$ cat src/sqf_pkg.sv
// ----------------------------------------------------------------------------
// sqf_pkg
// shared types and constants for the square-free tester
// ----------------------------------------------------------------------------
package sqf_pkg;

  localparam int unsigned VALUE_WIDTH_DEF = 64;

  typedef enum logic [2:0] {
    DIV_OP_MOD,
    DIV_OP_SQRT,
    DIV_OP_CBRT
  } unit_op_t;

  typedef struct packed {
    logic     start;
    unit_op_t op;
  } unit_req_t;

  typedef enum logic [4:0] {
    ST_IDLE,
    ST_ENTRY,
    ST_M4,
    ST_M4_W,
    ST_M2,
    ST_M2_W,
    ST_M9,
    ST_M9_W,
    ST_M3,
    ST_M3_W,
    ST_SQ,
    ST_SQ_W,
    ST_CB,
    ST_CB_W,
    ST_LOOP,
    ST_PD,
    ST_PD_W,
    ST_PD2,
    ST_PD2_W,
    ST_PSQ,
    ST_PSQ_W,
    ST_PCB,
    ST_PCB_W,
    ST_NEXT,
    ST_DONE
  } sqf_state_t;

endpackage

$ cat src/sqf_unit.sv
// ----------------------------------------------------------------------------
// sqf_unit
// shared one-bit-per-cycle unit: divide, floor square root, floor cube root
// ----------------------------------------------------------------------------
module sqf_unit import sqf_pkg::*; #(
  parameter int unsigned W = VALUE_WIDTH_DEF
) (
  input  logic         clk,
  input  logic         rst_n,
  input  unit_req_t    req,
  input  logic [W-1:0] a,
  input  logic [W-1:0] b,
  output logic         busy,
  output logic [W-1:0] quo,
  output logic [W-1:0] rem
);

  localparam int unsigned CW = $clog2(W + 1);
  // roots walk 2-bit and 3-bit groups from the top; pad the operand to a
  // multiple of six so both group sizes line up with bit zero
  localparam int unsigned XW = ((W + 5) / 6) * 6;
  // cube root has XW/3 bits, doubled root needs one more
  localparam int unsigned YW = XW / 3 + 1;

  logic         busy_r, busy_nxt;
  unit_op_t     op_r;
  logic [CW-1:0] cnt_r, cnt_nxt;
  logic [XW-1:0] x_r, x_nxt;
  logic [W-1:0] d_r;
  logic [W-1:0] y_r, y_nxt;
  logic [W:0]   acc_r, acc_nxt;
  logic [W:0]   trial;
  logic [W+2:0] cacc;
  logic [W+2:0] cb;
  logic [W-1:0] y2;
  logic [YW-1:0] yc, yc1;
  logic [2*YW-1:0] cprod;

  always_comb begin
    busy_nxt = busy_r;
    cnt_nxt  = cnt_r;
    x_nxt    = x_r;
    y_nxt    = y_r;
    acc_nxt  = acc_r;
    trial    = '0;
    y2       = '0;
    cacc     = '0;
    cb       = '0;
    yc       = '0;
    yc1      = '0;
    cprod    = '0;
    if (req.start) begin
      busy_nxt = 1'b1;
      x_nxt    = XW'(a);
      y_nxt    = '0;
      acc_nxt  = '0;
      case (req.op)
        DIV_OP_MOD:  cnt_nxt = CW'(W);
        DIV_OP_SQRT: cnt_nxt = CW'(XW / 2);
        DIV_OP_CBRT: cnt_nxt = CW'(XW / 3);
        default:     cnt_nxt = '0;
      endcase
    end else if (busy_r) begin
      case (op_r)
        DIV_OP_MOD: begin
          // restoring division, one quotient bit a cycle
          trial = {acc_r[W-1:0], x_r[W-1]};
          x_nxt = x_r << 1;
          if (trial >= {1'b0, d_r}) begin
            acc_nxt = trial - {1'b0, d_r};
            y_nxt   = {y_r[W-2:0], 1'b1};
          end else begin
            acc_nxt = trial;
            y_nxt   = {y_r[W-2:0], 1'b0};
          end
        end
        DIV_OP_SQRT: begin
          // remainder method: bring two bits down, try 4y+1
          trial = {acc_r[W-2:0], x_r[XW-1 -: 2]};
          x_nxt = x_r << 2;
          y2    = {y_r[W-3:0], 2'b01};
          if (trial >= {1'b0, y2}) begin
            acc_nxt = trial - {1'b0, y2};
            y_nxt   = {y_r[W-2:0], 1'b1};
          end else begin
            acc_nxt = trial;
            y_nxt   = {y_r[W-2:0], 1'b0};
          end
        end
        DIV_OP_CBRT: begin
          // remainder method: bring three bits down
          // with y' = 2y, need 3y'(y'+1)+1 in the group scale
          cacc  = {acc_r[W-1:0], x_r[XW-1 -: 3]};
          y2    = y_r << 1;
          yc    = YW'(y2);
          yc1   = yc + YW'(1);
          cprod = yc * yc1;
          cb    = ((W+3)'(cprod) << 1) + (W+3)'(cprod) + (W+3)'(1);
          x_nxt = x_r << 3;
          if (cacc >= cb) begin
            acc_nxt = (W+1)'(cacc - cb);
            y_nxt   = y2 | W'(1);
          end else begin
            acc_nxt = (W+1)'(cacc);
            y_nxt   = y2;
          end
        end
        default: ;
      endcase
      cnt_nxt = cnt_r - CW'(1);
      if (cnt_r == CW'(1)) busy_nxt = 1'b0;
    end
  end

  always_ff @(posedge clk) begin
    if (!rst_n) begin
      busy_r <= 1'b0;
      cnt_r  <= '0;
    end else begin
      busy_r <= busy_nxt;
      cnt_r  <= cnt_nxt;
    end
    x_r   <= x_nxt;
    y_r   <= y_nxt;
    acc_r <= acc_nxt;
    if (req.start) begin
      op_r <= req.op;
      d_r  <= b;
    end
  end

  assign busy = busy_r;
  assign quo  = y_r;
  assign rem  = acc_r[W-1:0];

endmodule

$ cat config.mk
export PLATFORM = sky130hd
export DESIGN_NAME = sqf_unit
export DESIGN_NICKNAME = d
export VERILOG_FILES = /design/src/sqf_pkg.sv /design/src/sqf_unit.sv
export SDC_FILE = /design/constraint.sdc
export NUM_CORES = 2
export LEC_CHECK = 0
export ABC_AREA = 1
export BUFFER_PORTS_ARGS = -buffer_cell sky130_fd_sc_hd__clkbuf_2
export CAP_MARGIN = 20
export CORE_ASPECT_RATIO = 1.75
export CORE_MARGIN = 2
export CORE_UTILIZATION = 30
export CTS_CLUSTER_DIAMETER = 30
export DETAILED_ROUTE_END_ITERATION = 8
export GPL_ROUTABILITY_DRIVEN = 0
export MAX_ROUTING_LAYER = met4
export PLACE_DENSITY_LB_ADDON = 0.12
export SLEW_MARGIN = 20
export SYNTH_ARGS = -nofsm -noshare
export SYNTH_HDL_FRONTEND = slang
export SYNTH_SLANG_ARGS = --single-unit
$ cat constraint.sdc
create_clock -name clk -period 13.2 [get_ports clk]
set_input_delay 1.98 -clock clk [delete_from_list [all_inputs] [get_ports clk]]
set_output_delay 1.98 -clock clk [all_outputs]
set_load 0.02 [all_outputs]
Word-level counts from Yosys, hierarchy flattened
Index checks and enable logic that the tools add are counted.
- reductions and logical operators: 7
- multipliers: 1
- magnitude comparators: 3
- $add $sub $neg: 7
- muxes and demuxes: 17
- equal/unequal tests: 5
- operator list (kind ; number):
    $pmux W64 S3 ; 2
    $mux W64 ; 5
    $pmux W66 S3 ; 1
    $ge A65 B64 Y1 ; 2
    $sub A64 B64 Y64 ; 2
    $ge A67 B49 Y1 ; 1
    $sub A64 B49 Y64 ; 1
    $add A48 B1 Y49 const B ; 1
    $add A47 B46 Y48 ; 1
    $mul A22 B23 Y45 ; 1
    $add A23 B1 Y23 const B ; 1
    $pmux W7 S3 ; 1
    $mux W7 ; 2
    $eq A7 B1 Y1 const B ; 1
    $sub A7 B1 Y7 const B ; 1
    $eq A3 B1 Y1 const B ; 2
    $eq A3 B2 Y1 const B ; 2
    $logic_not A3 Y1 ; 2
    $mux W1 ; 6
    $reduce_and A2 Y1 ; 2
    $reduce_bool A4 Y1 ; 1
    $reduce_bool A3 Y1 ; 1
    $reduce_bool A2 Y1 ; 1
- input bits: 134
- register bits after elaboration: 269
- output and inout bits: 129

Logic depth before layout (Yosys ltp)
- depth in word-level cells: 7
- mapped depth: 57
- depth with buffers taken out: 56

Least setup slack after synthesis
Ideal clock, no wire load.
- kind: register to register
- from: register y_r[1] (netlist: quo[1])
- to: register acc_r[43]
- slack: 3564 ps
- arrival: 9519 ps
- stages on the path, launching flop included: 47
- path buffers: 3
- library setup time: 117 ps
- cells stage by stage: dfxtp_1 clkbuf_1 buf_1 nand2_1 fa_1 inv_1 fa_1 fa_1 fa_1 fa_1 fa_1 inv_1 fa_1 inv_1 ha_1 nand2_1 nor2_1 inv_1 [11 not listed] nor4_1 nand3_1 nand3_1 xor2_1 ha_1 a21oi_1 o21ai_0 a21oi_1 nand2_1 a21oi_2 nand3_2 nand2_1 buf_2 nand2_1 nand2_1 nand3_1 nor2_1 nor2_1
- longest elaborated chain between the ends: 7
- ends and longest elaborated chain (what ; line ; RTL):
    from (decl) ; sqf_unit.sv:30 ; logic [W-1:0] y_r, y_nxt;
    from (signal assigned) ; sqf_unit.sv:124 ; y_r <= y_nxt;
    $add A23 B1 Y23 ; sqf_unit.sv:96 ; yc1 = yc + YW'(1);
    $mul A22 B23 Y45 ; sqf_unit.sv:97 ; cprod = yc * yc1;
    $add A47 B46 Y48 ; sqf_unit.sv:98 ; cb = ((W+3)'(cprod) << 1) + (W+3)'(cprod) + (W+3)'(1);
    $add A48 B1 Y49 ; sqf_unit.sv:98 ;
    $sub A64 B49 Y64 or $ge A67 B49 Y1 (tied branches) ; sqf_unit.sv:101, sqf_unit.sv:100 ;
    $mux W64 ; sqf_unit.sv:100 ; if (cacc >= cb) begin
    $pmux W64 S3 * ; sqf_unit.sv:64 ; case (op_r)
    to (signal assigned) ; sqf_unit.sv:125 ; acc_r <= acc_nxt;
    to (decl) ; sqf_unit.sv:31 ; logic [W:0] acc_r, acc_nxt;
Every way passes the cells marked *; elsewhere a longest branch is shown, timed or not.
A chain may end at the register's enable or synchronous reset.

Final worst setup path
- from: register y_r[0] (netlist: quo[0])
- to: register acc_r[32]
Same word-level chain as after synthesis.

==> qor.csv <==
stage,metric,value,unit
power,leakage power summed over all cells,31.1,nW
layout,post-layout instance area,53900,sq um
synth,xor and xnor fraction of the mapped netlist area,0.0370,
power,power density over cell area,97.7,nW/um^2
floorplanning,horizontal die dimension,306,um
grt,antenna violations before repair,19,
sta,unrepaired setup endpoints after global routing,false,
sta,Slew Limit Fails,0,
floorplanning,ports placed on the boundary,263,
synth,Cells after Synth,7643,
sta,final hold violation count,0,
setup_path,peak fanout along the critical path,17,
drt,Post-route DRC,0,
synth,largest family of logic cells by synthesized area,simple AND/OR/NAND/NOR gates,
floorplanning,Core Box Area,159000,sq um
synth,Synth Register Bits,269,
sta,worst hold-check slack,0.491,ns
synth,adder-cell share of the synthesized area,0.257,
layout,share of post-route cells with drive strength above 1,0.0650,
placed_design,post-place instance area,51700,sq um
synth,multiplexer fraction of the synthesized cell area,0,
clocking,clock tree from TritonCTS,built,
setup_path,max incr delay on CP,1.00,ns
layout,"top library cells by usage in the layout, fill and taps aside","sky130_fd_sc_hd__nand2_1, sky130_fd_sc_hd__inv_1, sky130_fd_sc_hd__nor2_1",
synth,number of synthesis warnings,0,
clocking,clock buffers created by TritonCTS,57,
layout,final net count,8778,
setup_path,data arrival time of the worst path,13.11,ns
power,Max VDD drop,0.150,mV
clocking,number of setup buffers added after CTS,0,
synth,number of enable flip-flop cells after synthesis,131,
synth,Post-Syn Area per Cell,6.26,sq um
outcome,status,completed,
drt,total iterations of the first detailed-routing run,8,
placed_design,DPL Wire Length,193000,um
synth,number of library cell types mapped by synthesis,55,
setup_path,Required @ worst endpoint,13.78,ns
synth,sequential element share of the synthesized area,0.140,
clocking,root buf cell,sky130_fd_sc_hd__clkbuf_16,
layout,relative area change from synthesis to final layout,12.5,%
sta,Achievable Freq,79.8,MHz
clocking,maximum root-to-sink buffer count,3,
floorplanning,Cell Rows,194,
clocking,Skew-Pair Late Insertion Delay,0.73,ns
grt,global-route congestion overflow total,0,
grt,pin count of the biggest net entering global routing,80,
setup_path,category of the most critical setup path,flop to flop,
synth,share of flip-flops with an asynchronous set or reset,0,
drt,DR vias/cell,5.01,
layout,fillcell total,17900,
setup_path,Critical Path End Type,flop,
clocking,Clock Pin Slew Worst Setup and Hold Paths,0.05,ns
floorplanning,die outline area,163000,sq um
drt,number of DRC markers in iteration 0,3472,
sta,shortest period the worst path allows,12.53,ns
layout,"commonest non-fill, non-tap cell in the layout",sky130_fd_sc_hd__nand2_1,
sta,final clock skew,0.0535,ns
synth,simple-gate share of the synthesized area,0.312,
placed_design,Buffers on Ports,262,
sta,setup TNS after final layout,0,ns
synth,mapped cell area,47900,sq um
setup_path,element type at the critical path start,flop,
synth,share of the synthesized area in compound gates (AO/OA/AOI/OAI),0.102,
drt,drt total wl,232000,um
grt,vias in the first global route,51300,
sta,final clock period utilization by the worst path,0.949,
sta,Final setup viols,0,
hold_path,type of the tightest min-delay check,flop to flop,
drt,average wire length per cell after detail routing,23.2,um
synth,main flop type after synthesis,sky130_fd_sc_hd__dfxtp_1,
grt,GRT Total Usage,0.290,
clocking,quantity of gates resized following cts,0,
clocking,number of levels in the clock H-tree,2,
sta,slew at the pin with the worst max-slew slack,1.20,ns
floorplanning,Die Span Y,532,um
grt,first-pass GRT wire length,336000,um
setup_path,Slowest cell on crit path,sky130_fd_sc_hd__dfxtp_1,
drt,vias,50200,
setup_path,library cell appearing most often on the critical path,sky130_fd_sc_hd__nand2_1,
clocking,number of buffers added to fix hold violations after cts,0,
sta,slew margin rel.,0.202,
floorplanning,initial standard-cell utilization of the core,0.301,
clocking,# clock sinks,269,
synth,Post-Synthesis Net Count,8544,
drt,count of antenna-violating nets left after detailed routing,0,
run,max-cap check violation count,0,
-- registers in the layout, indices dropped and copies added, names as in the netlist --
name,flops
busy,1
x_r,66
op_r,3
acc_r,64
quo,64
d_r,64
cnt_r,7
-- metrics by stage --
stage                     power, mW  cells  setup WS (ns)  utilization
after floorplan                2.60   7643           3.56            -
final                          5.27  10000          0.671        0.339
after detailed placement       3.61   9875          0.890        0.325
after CTS                      5.18   9982          0.845        0.338
after global routing           5.51  10000          0.179        0.339
after global placement         3.61   9875          0.948        0.325
-- synthesized netlist by cell type, types with 64 or more instances --
master,n,area (sq um)
sky130_fd_sc_hd__nand2_1,2234,8390
sky130_fd_sc_hd__inv_1,1708,6410
sky130_fd_sc_hd__nor2_1,737,2770
sky130_fd_sc_hd__nand3_1,446,2230
sky130_fd_sc_hd__ha_1,404,5050
sky130_fd_sc_hd__fa_1,363,7270
sky130_fd_sc_hd__a21oi_1,345,1730
sky130_fd_sc_hd__o21ai_0,215,1080
sky130_fd_sc_hd__dfxtp_1,138,2760
sky130_fd_sc_hd__edfxtp_1,131,3930
sky130_fd_sc_hd__clkbuf_1,129,484
sky130_fd_sc_hd__xnor2_1,119,1040
sky130_fd_sc_hd__nand4_1,105,657
sky130_fd_sc_hd__xor2_1,83,727
sky130_fd_sc_hd__a221oi_1,67,587
sky130_fd_sc_hd__o22ai_1,64,400
-- worst max-delay path: cells and delay by family (launching register included) --
kind,cells,cell delay (ns)
AOI/OAI and AO/OA,3,0.98
xor gates and xnor gates,3,0.53
adders and majority gates,10,4.82
buffers and inverters,5,0.56
DFF,1,1.00
and+or+nand+nor,24,4.51
-- cells by family after synthesis --
| logic type | count (synthesis) |
|---|---|
| and+or+nand+nor | 3657 |
| buffers and inverters | 1905 |
| AOI/OAI and AO/OA | 843 |
| adders and majority gates | 767 |
| DFF | 269 |
| xor gates and xnor gates | 202 |
-- metal layers --
metal | global-route usage | share of wire
met1 | 0.268 | 0.33
met2 | 0.516 | 0.51
met3 | 0.0484 | 0.046
met4 | 0.254 | 0.11
met5 | - | 0
-- area by class of cell --
type	instances	area, sq um	share of cell area
multi-input cells	5469	33900	0.630
clock inverters	35	459	0.00852
well taps	2058	2570	0.0478
repair buffers	362	2090	0.0388
clock buffers	72	1610	0.0298
diodes	21	52.6	0.000975
flip-flops and latches	269	6700	0.124
inverters	1718	6450	0.120
-- power by group --
part	total [mW]	switching (mW)	internal (mW)
sequential	0.999	0.0568	0.942
clock	1.55	0.567	0.986
combinational	2.71	2.01	0.707
total	5.27	2.63	2.64
-- final timing paths --
check        startpoint         to  slack, ns  depth (start not counted)
max              quo[0]  acc_r[32]       0.67                         45
min             quo[63]    quo[63]       0.49                          2
max reg2reg      quo[0]  acc_r[32]       0.67                         45
min reg2reg     quo[63]    quo[63]       0.49                          2
No activity file was read; power rests on OpenSTA's default activity.
